===== src/hdl/vml_pkg.sv =====
// ----------------------------------------------------------------------------
// vml_pkg: shared types and constants for the von Mangoldt block
// Widths, the ln 2 constant, controller states and the command/status
// structs that join the controller and the datapath.
// ----------------------------------------------------------------------------
`default_nettype none
package vml_pkg;
    localparam int N_BITS    = 16;
    localparam int LOG_W     = 21;
    localparam int MW        = 64;             // log mantissa width (Q62)
    localparam int FRAC_BITS = 48;
    localparam int K_W       = $clog2(N_BITS);
    localparam int IT_W      = $clog2(FRAC_BITS);
    localparam logic [MW-1:0] LN2_Q60 = 64'h0B17217F7D1CF79B;

    typedef enum logic [12:0] {
        S_IDLE  = 13'b0000000000001,
        S_CHK   = 13'b0000000000010,
        S_TDIV  = 13'b0000000000100,
        S_RDIV  = 13'b0000000001000,
        S_RWAIT = 13'b0000000010000,
        S_NORM  = 13'b0000000100000,
        S_SQ    = 13'b0000001000000,
        S_SQW   = 13'b0000010000000,
        S_KMUL  = 13'b0000100000000,
        S_KW    = 13'b0001000000000,
        S_FMUL  = 13'b0010000000000,
        S_FW    = 13'b0100000000000,
        S_DONE  = 13'b1000000000000
    } t_state;

    typedef struct packed {
        logic load;        // latch n, d = 2, base = 0
        logic div_trial;   // start n / d
        logic div_rest;    // start rest / p, rest = n on first
        logic rest_init;   // rest = n
        logic set_p_n;     // p = n
        logic set_p_d;     // p = d
        logic inc_d;
        logic rest_upd;    // rest = quotient
        logic norm_init;   // mantissa from p
        logic norm_step;
        logic mul_sq;
        logic sq_upd;
        logic mul_k;
        logic t1_upd;
        logic mul_f;
        logic t2_upd;
        logic finish;      // write result register
        logic pp;          // prime power flag for finish
    } t_cmd;

    typedef struct packed {
        logic n_le1;
        logic sq_gt_n;
        logic div_done;
        logic rem_zero;
        logic quot_one;
        logic m_norm;
        logic mul_done;
    } t_sts;
endpackage
`default_nettype wire


===== src/hdl/vml_if.sv =====
// ----------------------------------------------------------------------------
// vml_in_if / vml_out_if: valid/ready channels of the von Mangoldt block
// A beat moves when valid and ready are both high at a rising edge.
// ----------------------------------------------------------------------------
`default_nettype none
interface vml_in_if;
    logic                        valid;
    logic                        ready;
    logic [vml_pkg::N_BITS-1:0]  n;
    modport source (output valid, output n, input ready);
    modport sink   (input valid, input n, output ready);
endinterface

interface vml_out_if;
    logic                        valid;
    logic                        ready;
    logic [15:0]                 base;
    logic                        is_prime_power;
    logic [vml_pkg::LOG_W-1:0]   log_value;
    modport source (output valid, output base, output is_prime_power,
                    output log_value, input ready);
    modport sink   (input valid, input base, input is_prime_power,
                    input log_value, output ready);
endinterface
`default_nettype wire


===== src/hdl/vml_dp.sv =====
// ----------------------------------------------------------------------------
// vml_dp: datapath of the von Mangoldt block
// Iterative divider (one quotient bit per cycle), 64x64 multiplier built
// from four registered 32x32 partial products, log mantissa and results.
// ----------------------------------------------------------------------------
`default_nettype none
module vml_dp (
    input  wire                        i_clk,
    input  wire                        i_rst_n,
    input  wire vml_pkg::t_cmd         i_cmd,
    input  wire [vml_pkg::N_BITS-1:0]  i_n,
    output vml_pkg::t_sts              o_sts,
    output logic [15:0]                o_base,
    output logic                       o_pp,
    output logic [vml_pkg::LOG_W-1:0]  o_log
);
    localparam int NB = vml_pkg::N_BITS;
    localparam int MW = vml_pkg::MW;
    localparam int DC_W = $clog2(NB);
    localparam int LW = vml_pkg::LOG_W;

    logic [NB-1:0] r_n, r_d, r_p, r_rest;

    // divider
    logic [NB-1:0]   r_dq, r_dr, r_dd;
    logic [DC_W-1:0] r_dcnt;
    logic            r_dbusy, r_ddone;
    logic [NB:0]     w_dtmp;
    logic            w_dge;

    // multiplier
    logic [MW-1:0]     r_ma, r_mb;
    logic [1:0]        r_mcnt;
    logic              r_mbusy, r_pv, r_plast, r_mdone;
    logic [1:0]        r_psh;
    logic [MW-1:0]     r_prod;
    logic [2*MW-1:0]   r_acc;
    logic [MW/2-1:0]   w_ha, w_hb;

    // log
    logic [MW-1:0]                 r_m, r_t1, r_t2;
    logic [vml_pkg::K_W-1:0]       r_k;
    logic [vml_pkg::FRAC_BITS-1:0] r_frac;
    logic [MW-1:0]                 w_sq, w_tot, w_rnd;
    logic [2*NB-1:0]               w_dsq;

    assign w_dtmp = {r_dr, r_dq[NB-1]};
    assign w_dge  = (w_dtmp >= {1'b0, r_dd});
    assign w_dsq  = r_d * r_d;
    assign w_sq   = r_acc[MW+61:62];
    assign w_tot  = r_t1 + r_t2;
    assign w_rnd  = (w_tot + (64'd1 << 39)) >> 40;

    // operand halves for the current partial product
    always_comb begin
        w_ha = r_mcnt[1] ? r_ma[MW-1:MW/2] : r_ma[MW/2-1:0];
        w_hb = r_mcnt[0] ? r_mb[MW-1:MW/2] : r_mb[MW/2-1:0];
    end

    // operand registers and trial state
    always_ff @(posedge i_clk) begin
        if (i_cmd.load) begin
            r_n <= i_n;
            r_d <= NB'(2);
            r_p <= '0;
        end
        if (i_cmd.inc_d)     r_d <= r_d + NB'(1);
        if (i_cmd.set_p_n)   r_p <= r_n;
        if (i_cmd.set_p_d)   r_p <= r_d;
        if (i_cmd.rest_init) r_rest <= r_n;
        if (i_cmd.rest_upd)  r_rest <= r_dq;
    end

    // divider
    always_ff @(posedge i_clk) begin
        if (!i_rst_n) begin
            r_dbusy <= 1'b0;
            r_ddone <= 1'b0;
        end else begin
            r_ddone <= 1'b0;
            if (i_cmd.div_trial || i_cmd.div_rest) begin
                r_dbusy <= 1'b1;
                r_dcnt  <= '0;
                r_dr    <= '0;
                r_dq    <= i_cmd.div_trial ? r_n : r_rest;
                r_dd    <= i_cmd.div_trial ? r_d : r_p;
            end else if (r_dbusy) begin
                r_dr <= w_dge ? NB'(w_dtmp - {1'b0, r_dd}) : w_dtmp[NB-1:0];
                r_dq <= {r_dq[NB-2:0], w_dge};
                r_dcnt <= r_dcnt + DC_W'(1);
                if (r_dcnt == DC_W'(NB-1)) begin
                    r_dbusy <= 1'b0;
                    r_ddone <= 1'b1;
                end
            end
        end
    end

    // multiplier: partial product one cycle, accumulate the next
    always_ff @(posedge i_clk) begin
        if (!i_rst_n) begin
            r_mbusy <= 1'b0;
            r_pv    <= 1'b0;
            r_mdone <= 1'b0;
        end else begin
            r_mdone <= r_pv && r_plast;
            r_pv    <= r_mbusy;
            if (i_cmd.mul_sq || i_cmd.mul_k || i_cmd.mul_f) begin
                r_mbusy <= 1'b1;
                r_mcnt  <= '0;
                r_acc   <= '0;
                r_ma    <= i_cmd.mul_sq ? r_m :
                           i_cmd.mul_k  ? MW'(r_k) : MW'(r_frac);
                r_mb    <= i_cmd.mul_sq ? r_m : vml_pkg::LN2_Q60;
            end else begin
                if (r_mbusy) begin
                    r_prod  <= w_ha * w_hb;
                    r_psh   <= {1'b0, r_mcnt[1] | r_mcnt[0]} +
                               {1'b0, r_mcnt[1] & r_mcnt[0]};
                    r_plast <= (r_mcnt == 2'd3);
                    r_mcnt  <= r_mcnt + 2'd1;
                    if (r_mcnt == 2'd3) r_mbusy <= 1'b0;
                end
                if (r_pv) begin
                    case (r_psh)
                        2'd0:    r_acc <= r_acc + {64'b0, r_prod};
                        2'd1:    r_acc <= r_acc + {32'b0, r_prod, 32'b0};
                        default: r_acc <= r_acc + {r_prod, 64'b0};
                    endcase
                end
            end
        end
    end

    // log2 mantissa, fraction bits and ln terms
    always_ff @(posedge i_clk) begin
        if (i_cmd.norm_init) begin
            r_m    <= {1'b0, r_p, (MW-1-NB)'(0)};
            r_k    <= vml_pkg::K_W'(NB-1);
            r_frac <= '0;
        end
        if (i_cmd.norm_step) begin
            r_m <= {r_m[MW-2:0], 1'b0};
            r_k <= r_k - vml_pkg::K_W'(1);
        end
        if (i_cmd.sq_upd) begin
            r_m    <= w_sq[MW-1] ? {1'b0, w_sq[MW-1:1]} : w_sq;
            r_frac <= {r_frac[vml_pkg::FRAC_BITS-2:0], w_sq[MW-1]};
        end
        if (i_cmd.t1_upd) r_t1 <= r_acc[67:4];
        if (i_cmd.t2_upd) r_t2 <= r_acc[115:52];
    end

    // result register
    always_ff @(posedge i_clk) begin
        if (i_cmd.finish) begin
            o_base <= 16'(r_p);
            o_pp   <= i_cmd.pp;
            o_log  <= i_cmd.pp ? w_rnd[LW-1:0] : '0;
        end
    end

    always_comb begin
        o_sts.n_le1    = (i_n <= NB'(1));
        o_sts.sq_gt_n  = (w_dsq > (2*NB)'(r_n));
        o_sts.div_done = r_ddone;
        o_sts.rem_zero = (r_dr == '0);
        o_sts.quot_one = (r_dq == NB'(1));
        o_sts.m_norm   = r_m[MW-2];
        o_sts.mul_done = r_mdone;
    end
endmodule
`default_nettype wire


===== src/hdl/vml_ctrl.sv =====
// ----------------------------------------------------------------------------
// vml_ctrl: controller of the von Mangoldt block
// Sequences trial division, prime power test and the log iterations, and
// owns the input ready and the output valid.
// ----------------------------------------------------------------------------
`default_nettype none
module vml_ctrl (
    input  wire                 i_clk,
    input  wire                 i_rst_n,
    input  wire                 i_in_valid,
    output logic                o_in_ready,
    output logic                o_out_valid,
    input  wire                 i_out_ready,
    input  wire vml_pkg::t_sts  i_sts,
    output vml_pkg::t_cmd       o_cmd
);
    vml_pkg::t_state r_st, n_st;
    logic [vml_pkg::IT_W-1:0] r_it, n_it;
    logic r_ov, n_ov;
    logic r_pp, n_pp;

    assign o_in_ready  = (r_st == vml_pkg::S_IDLE);
    assign o_out_valid = r_ov;

    // next state and commands
    always_comb begin
        n_st  = r_st;
        n_it  = r_it;
        n_pp  = r_pp;
        n_ov  = r_ov && !i_out_ready;
        o_cmd = '0;
        o_cmd.pp = r_pp;
        case (r_st)
            vml_pkg::S_IDLE: begin
                if (i_in_valid) begin
                    o_cmd.load = 1'b1;
                    n_pp = 1'b0;
                    n_st = i_sts.n_le1 ? vml_pkg::S_DONE : vml_pkg::S_CHK;
                end
            end
            vml_pkg::S_CHK: begin
                if (i_sts.sq_gt_n) begin
                    o_cmd.set_p_n   = 1'b1;
                    o_cmd.rest_init = 1'b1;
                    n_st = vml_pkg::S_RDIV;
                end else begin
                    o_cmd.div_trial = 1'b1;
                    n_st = vml_pkg::S_TDIV;
                end
            end
            vml_pkg::S_TDIV: begin
                if (i_sts.div_done) begin
                    if (i_sts.rem_zero) begin
                        o_cmd.set_p_d   = 1'b1;
                        o_cmd.rest_init = 1'b1;
                        n_st = vml_pkg::S_RDIV;
                    end else begin
                        o_cmd.inc_d = 1'b1;
                        n_st = vml_pkg::S_CHK;
                    end
                end
            end
            vml_pkg::S_RDIV: begin
                o_cmd.div_rest = 1'b1;
                n_st = vml_pkg::S_RWAIT;
            end
            vml_pkg::S_RWAIT: begin
                if (i_sts.div_done) begin
                    if (!i_sts.rem_zero) begin
                        n_st = vml_pkg::S_DONE;
                    end else if (i_sts.quot_one) begin
                        n_pp = 1'b1;
                        o_cmd.norm_init = 1'b1;
                        n_st = vml_pkg::S_NORM;
                    end else begin
                        o_cmd.rest_upd = 1'b1;
                        n_st = vml_pkg::S_RDIV;
                    end
                end
            end
            vml_pkg::S_NORM: begin
                if (i_sts.m_norm) begin
                    n_it = '0;
                    n_st = vml_pkg::S_SQ;
                end else begin
                    o_cmd.norm_step = 1'b1;
                end
            end
            vml_pkg::S_SQ: begin
                o_cmd.mul_sq = 1'b1;
                n_st = vml_pkg::S_SQW;
            end
            vml_pkg::S_SQW: begin
                if (i_sts.mul_done) begin
                    o_cmd.sq_upd = 1'b1;
                    n_it = r_it + vml_pkg::IT_W'(1);
                    n_st = (r_it == vml_pkg::IT_W'(vml_pkg::FRAC_BITS-1)) ?
                           vml_pkg::S_KMUL : vml_pkg::S_SQ;
                end
            end
            vml_pkg::S_KMUL: begin
                o_cmd.mul_k = 1'b1;
                n_st = vml_pkg::S_KW;
            end
            vml_pkg::S_KW: begin
                if (i_sts.mul_done) begin
                    o_cmd.t1_upd = 1'b1;
                    n_st = vml_pkg::S_FMUL;
                end
            end
            vml_pkg::S_FMUL: begin
                o_cmd.mul_f = 1'b1;
                n_st = vml_pkg::S_FW;
            end
            vml_pkg::S_FW: begin
                if (i_sts.mul_done) begin
                    o_cmd.t2_upd = 1'b1;
                    n_st = vml_pkg::S_DONE;
                end
            end
            vml_pkg::S_DONE: begin
                // wait for the result register to free up
                if (!r_ov || i_out_ready) begin
                    o_cmd.finish = 1'b1;
                    n_ov = 1'b1;
                    n_st = vml_pkg::S_IDLE;
                end
            end
            default: n_st = vml_pkg::S_IDLE;
        endcase
    end

    always_ff @(posedge i_clk) begin
        if (!i_rst_n) begin
            r_st <= vml_pkg::S_IDLE;
            r_ov <= 1'b0;
            r_it <= '0;
            r_pp <= 1'b0;
        end else begin
            r_st <= n_st;
            r_ov <= n_ov;
            r_it <= n_it;
            r_pp <= n_pp;
        end
    end
endmodule
`default_nettype wire


===== src/hdl/von_mangoldt_lambda.sv =====
// ----------------------------------------------------------------------------
// von_mangoldt_lambda: von Mangoldt function of a 16-bit unsigned integer
// Top level: controller, datapath and the two valid/ready channels.
// ----------------------------------------------------------------------------
// One item at a time. Trial division runs candidates 2, 3, ... while
// d*d <= n, each candidate taking one pass through the bit-serial divider,
// so a large prime costs the most. Dividing out the factor costs one
// division per power. A prime power then normalizes its mantissa and runs
// 50 multiplies (48 squarings in the four-step 64x64 multiplier plus two
// ln 2 products). A finished result sits in an output register so the
// next item is taken while it waits to be read.
`default_nettype none
module von_mangoldt_lambda (
    input  wire        i_clk,
    input  wire        i_rst_n,
    vml_in_if.sink     i_in,
    vml_out_if.source  o_out
);
    vml_pkg::t_cmd w_cmd;
    vml_pkg::t_sts w_sts;

    vml_ctrl u_ctrl (
        .i_clk       (i_clk),
        .i_rst_n     (i_rst_n),
        .i_in_valid  (i_in.valid),
        .o_in_ready  (i_in.ready),
        .o_out_valid (o_out.valid),
        .i_out_ready (o_out.ready),
        .i_sts       (w_sts),
        .o_cmd       (w_cmd)
    );

    vml_dp u_dp (
        .i_clk   (i_clk),
        .i_rst_n (i_rst_n),
        .i_cmd   (w_cmd),
        .i_n     (i_in.n),
        .o_sts   (w_sts),
        .o_base  (o_out.base),
        .o_pp    (o_out.is_prime_power),
        .o_log   (o_out.log_value)
    );
endmodule
`default_nettype wire


===== src/flat_wrapper.sv =====
// flat-port wrapper written by rule: the top's interface ports become plain ports
module von_mangoldt_lambda_flat 
  (i_clk, i_rst_n, i_in_valid, i_in_n, i_in_ready, o_out_valid, o_out_base, o_out_is_prime_power, o_out_log_value, o_out_ready);
  vml_in_if i_in_i ();
  vml_out_if o_out_i ();
  input  wire i_clk;
  input  wire i_rst_n;
  input wire logic [$bits(i_in_i.valid)-1:0] i_in_valid;
  input wire logic [$bits(i_in_i.n)-1:0] i_in_n;
  output wire logic [$bits(i_in_i.ready)-1:0] i_in_ready;
  output wire logic [$bits(o_out_i.valid)-1:0] o_out_valid;
  output wire logic [$bits(o_out_i.base)-1:0] o_out_base;
  output wire logic [$bits(o_out_i.is_prime_power)-1:0] o_out_is_prime_power;
  output wire logic [$bits(o_out_i.log_value)-1:0] o_out_log_value;
  input wire logic [$bits(o_out_i.ready)-1:0] o_out_ready;
  assign i_in_i.valid = i_in_valid;
  assign i_in_i.n = i_in_n;
  assign i_in_ready = i_in_i.ready;
  assign o_out_valid = o_out_i.valid;
  assign o_out_base = o_out_i.base;
  assign o_out_is_prime_power = o_out_i.is_prime_power;
  assign o_out_log_value = o_out_i.log_value;
  assign o_out_i.ready = o_out_ready;
  von_mangoldt_lambda u_core (.i_clk(i_clk), .i_rst_n(i_rst_n), .i_in(i_in_i), .o_out(o_out_i));
endmodule

===== config.mk =====
export PLATFORM = sky130hd
export DESIGN_NAME = von_mangoldt_lambda_flat
export DESIGN_NICKNAME = d
export VERILOG_FILES = /design/src/hdl/vml_pkg.sv /design/src/hdl/vml_if.sv /design/src/hdl/vml_dp.sv /design/src/hdl/vml_ctrl.sv /design/src/hdl/von_mangoldt_lambda.sv /design/src/flat_wrapper.sv
export SDC_FILE = /design/constraint.sdc
export NUM_CORES = 2
export LEC_CHECK = 0
export BUFFER_PORTS_ARGS = -buffer_cell sky130_fd_sc_hd__buf_4
export CORE_MARGIN = 2
export CORE_UTILIZATION = 50
export DETAILED_ROUTE_END_ITERATION = 6
export GPL_TIMING_DRIVEN = 0
export HOLD_SLACK_MARGIN = 0.08
export PLACE_DENSITY_LB_ADDON = 0.12
export SYNTH_ARGS = -nofsm -noshare
export SYNTH_HDL_FRONTEND = slang
export SYNTH_SLANG_ARGS = --single-unit

===== constraint.sdc =====
create_clock -name i_clk -period 11.64 [get_ports i_clk]
set_clock_uncertainty 0.2 [all_clocks]
set_input_delay 1.164 -clock i_clk [delete_from_list [all_inputs] [get_ports i_clk]]
set_output_delay 1.164 -clock i_clk [all_outputs]
set_load 0.005 [all_outputs]

==> impl_metrics.tcl <==
set metrics [dict create \
    hpwlAfterDp_um 284000 \
    grt_max_degree 75 \
    setup_viol 0 \
    placed_cell_area_mm2 0.09100 \
    tightestPinTransition_ns 1.452 \
    intPower_mw 9.964 \
    startpoint "u_core.u_dp.r_mcnt[0]$_SDFFCE_PP0P_" \
    ys.warnings.count 0 \
    io_pins 60 \
    die_y_um 421.3 \
    max_freq_ghz 0.08649 \
    hold_path_class "reg2reg" \
    routed_wl_um 345600 \
    crit_fanout 10 \
    post-place-ws_ns -1.160 \
    worst-setup-path-type "reg2reg" \
    powerDensity_mw_per_mm2 219.6 \
    peakVddDrop_mv 1.735 \
    cts-root-buf "clkbuf_16" \
    grt_setup_unrepaired "false" \
    finalMaxSlewViolations 0 \
    num_vias 72860 \
    viasPerCell 6.119 \
    start_kind "flop" \
    core_mm2 0.1734 \
    violations "max-capacitance violations" \
    drc_errors 0 \
    clk_pin_slew_worst_paths_ns 0.06 \
    stdcell_count 11910 \
    postCtsHoldBufs 0 \
    grt-ovfl-total 0 \
    cpPeakStageDelay_ns 0.87 \
    synth_edf_count 705 \
    cts_buffers 83 \
    hold_ws_ns 0.2761 \
    grt_pass1_vias 71710 \
    wl_per_cell_um 29.03 \
    cap_violations 1 \
    first_iter_violations 8916 \
    synth_nets 11110 \
    finalInstanceArea_mm2 0.09399 \
    synth_ff_type "edfxtp_1" \
    drive_gt1_frac 0.04635 \
    grt_pass1_wl_um 496700 \
    rrSetupSlack_ns 0.08 \
    syn_to_final_growth_pct 7.922 \
    async_flop_share 0 \
    avgSynthCellArea_um2 9.344 \
    antenna_found_initial 47 \
    clockPowerShare 0.131 \
    critPathArrivalTime_ns 11.82 \
    ys_seq_area_frac 0.2491 \
    synthDistinctLibCells 96 \
    min-delay-start "u_core.u_dp.r_dbusy$_SDFF_PN0_" \
    initial_utilization 0.5021 \
    final_antenna_net_count 0 \
    cpMostUsedCell "fa_1" \
    min_to "u_core.u_dp.r_ddone$_SDFF_PP0_" \
    syn_inst 9320 \
    outcome "finished, violations left" \
    setup_ws_ns 0.07829 \
    h-tree-depth 3 \
    track_usage 0.3858 \
    period_minus_slack_ns 11.56 \
    nFillCells 16180 \
    rr_worst_depth 27 \
    fin_crit_sh 0.9933 \
    multi_input_area_mm2 0.05857 \
    crit_family "adder cells" \
    die_w_um 421.3 \
    switching_power_mw 10.67 \
    critPathSlowestCell "clkbuf_1" \
    cp.required_ns 11.90 \
    row_count 153 \
    r2r_end "u_core.u_dp.r_prod[62]$_DFFE_PP_" \
    insertion_delay_ns 0.73 \
    nets 11280 \
    p_comb_frac 0.722 \
    totalPowerFinal_mw 20.64 \
    dr.pass1.iters 6 \
    cts.sinks 731 \
    maxSlewHeadroom 0.004651 \
    cts_tree "done" \
    clockBufferDepth 3 \
    hold_viol 0 \
    leakage_nw 43.08 \
    finalSetupTns_ns 0 \
    final-seq-area_mm2 0.02169 \
    path_buf_inv 7 \
    post-route-util 0.5419 \
    syn_area_mm2 0.08709 \
    p_sw_frac 0.5171 \
    ys_ff_latch 731 \
    gp_congestion 1.045 \
    dp_cells 11730 \
    critPathCaptureType "flop" \
    worstReg2RegStart "u_core.u_dp.r_mcnt[0]$_SDFFCE_PP0P_" \
    hold_depth 2 \
    port-buffer-count 59 \
    p_seq_frac 0.147 \
    postCtsSetupRepairBufs 0 \
    die_area_mm2 0.1775 \
]
## sequential cells by signal (all words and copies together) (netlist names), 6 cells and up
name,count
u_core.u_dp.r_acc,126
u_core.u_dp.r_m,64
u_core.u_dp.r_prod,64
u_core.u_dp.r_mb,63
u_core.u_dp.r_t1,61
u_core.u_dp.r_t2,61
u_core.u_dp.r_ma,56
u_core.u_dp.r_frac,48
u_core.u_dp.o_log,21
u_core.u_dp.o_base,16
u_core.u_dp.r_d,16
u_core.u_dp.r_dd,16
u_core.u_dp.r_dq,16
u_core.u_dp.r_dr,16
u_core.u_dp.r_n,16
u_core.u_dp.r_p,16
u_core.u_dp.r_rest,16
u_core.u_ctrl.r_st,13
u_core.u_ctrl.r_it,6
## cell type report
class                           count  share of cell area
Timing Repair Buffer               90            0.009652
Clock inverter                     48            0.006217
Buffer                            440             0.01908
Multi-Input combinational cell   6731              0.6232
Tap cell                         2325             0.03095
Sequential cell                   731              0.2308
Antenna cell                       24           0.0006390
Clock buffer                      103             0.02290
Inverter                         1415             0.05657
## worst register-to-register path: stages (launching register included)
cell             delay (ns)
edfxtp_1               0.38
clkbuf_2               0.47
clkdlybuf4s15_2        0.59
mux2_2                 0.43
clkbuf_1               0.88
nand2_1                0.19
fa_1                   0.55
inv_1                  0.05
fa_1                   0.47
fa_1                   0.53
fa_1                   0.47
fa_1                   0.52
fa_1                   0.50
fa_1                   0.49
inv_1                  0.06
fa_1                   0.49
inv_1                  0.11
ha_1                   0.29
clkbuf_1               0.27
nand3_1                0.23
or3_1                  0.45
nor4b_1                0.62
a41oi_2                0.55
a311oi_2               0.59
o21ai_1                0.20
o21ai_1                0.40
a221oi_1               0.17
xnor2_1                0.17
## cells in the mapped netlist, drive strengths merged, types with 116 or more instances
| cell type | number | area (um2) |
|---|---|---|
| clkbuf | 409 | 1535 |
| mux2i | 116 | 1161 |
| a21o | 202 | 1516 |
| xnor2 | 230 | 2014 |
| ha | 707 | 8846 |
| a21oi | 507 | 2549 |
| xor2 | 136 | 1191 |
| fa | 1065 | 21320 |
| edfxtp | 705 | 21170 |
| inv | 1412 | 5300 |
| o21ai | 345 | 1734 |
| nand3 | 121 | 610.6 |
| nand2 | 1388 | 5210 |
| and2 | 173 | 1082 |
| nor2 | 503 | 1888 |
## placed cells by master, fill, tap and decap left out, types with 83 or more instances in the layout
cell type  netlist  final
nor2_1         503    501
xnor2_1        230    230
inv_1         1410   1409
clkbuf_1       409    378
nand3_1        120    119
mux2i_1        116    100
a21oi_1        504    504
nor3_1          92     92
xor2_1         136    136
a21o_1         202    202
nand2_1       1388   1387
and3_1          97     97
edfxtp_1       705    705
ha_1           707    707
nand4_1        105    105
fa_1          1065   1065
o21ai_0        333    333
clkbuf_16        0     83
and2_1         171    171
## per-layer routing
layer	vias to the layer above	GRT usage	part of all wire
met5	-	0	0.00039
met4	20	0.1766	0.052
met3	748	0.08196	0.11
met2	4061	0.5606	0.42
met1	36580	0.5522	0.42
li1	31450	-	-
## power by group through the flow
stage / combinational (mW) / clock, mW / sequential [mW]
final: 14.9 / 2.70 / 3.03
after global routing: 16.6 / 2.81 / 3.03
after global placement: 14.7 / 0 / 3.08
after floorplan: 10.8 / 0 / 3.04
after CTS: 14.9 / 2.72 / 3.03
after detailed placement: 14.8 / 0 / 3.08
## how the worst max path moves through the flow
stage,cells past startpoint,end,slack (ns)
finish,27,u_core.u_dp.r_prod[62]$_DFFE_PP_,0.08
global route,34,u_core.u_dp.r_dr[10]$_SDFFCE_PP0P_,0.003
CTS,30,u_core.u_dp.r_prod[61]$_DFFE_PP_,0.03
detailed placement,29,u_core.u_dp.r_prod[62]$_DFFE_PP_,-1.16
global placement,5,u_core.u_dp.r_t1[2]$_DFFE_PP_,-2.61
floorplan,35,u_core.u_dp.r_dd[0]$_DFFE_PP_,2.10
## repair_timing
action                                  in CTS  in global routing
cloned                                       0                  0
resized for setup                           49                 65
endpoints found under the setup margin      20                 40
pin swaps                                    0                  2
## cell families (layout without fill, tap and decap cells)
group / count (synthesis) / in the layout / synth area share
compound gates: 1629 / 1629 / 0.1202
xor+xnor: 366 / 366 / 0.03681
fa+ha+maj: 1772 / 1772 / 0.3464
buf+inv: 1858 / 2096 / 0.08038
flops: 731 / 731 / 0.2491
mux: 199 / 199 / 0.02407
other cells: 1 / 25 / 0.00004306
simple gates: 2764 / 2764 / 0.1430
Note: power is estimated with default switching activity, not from simulation.
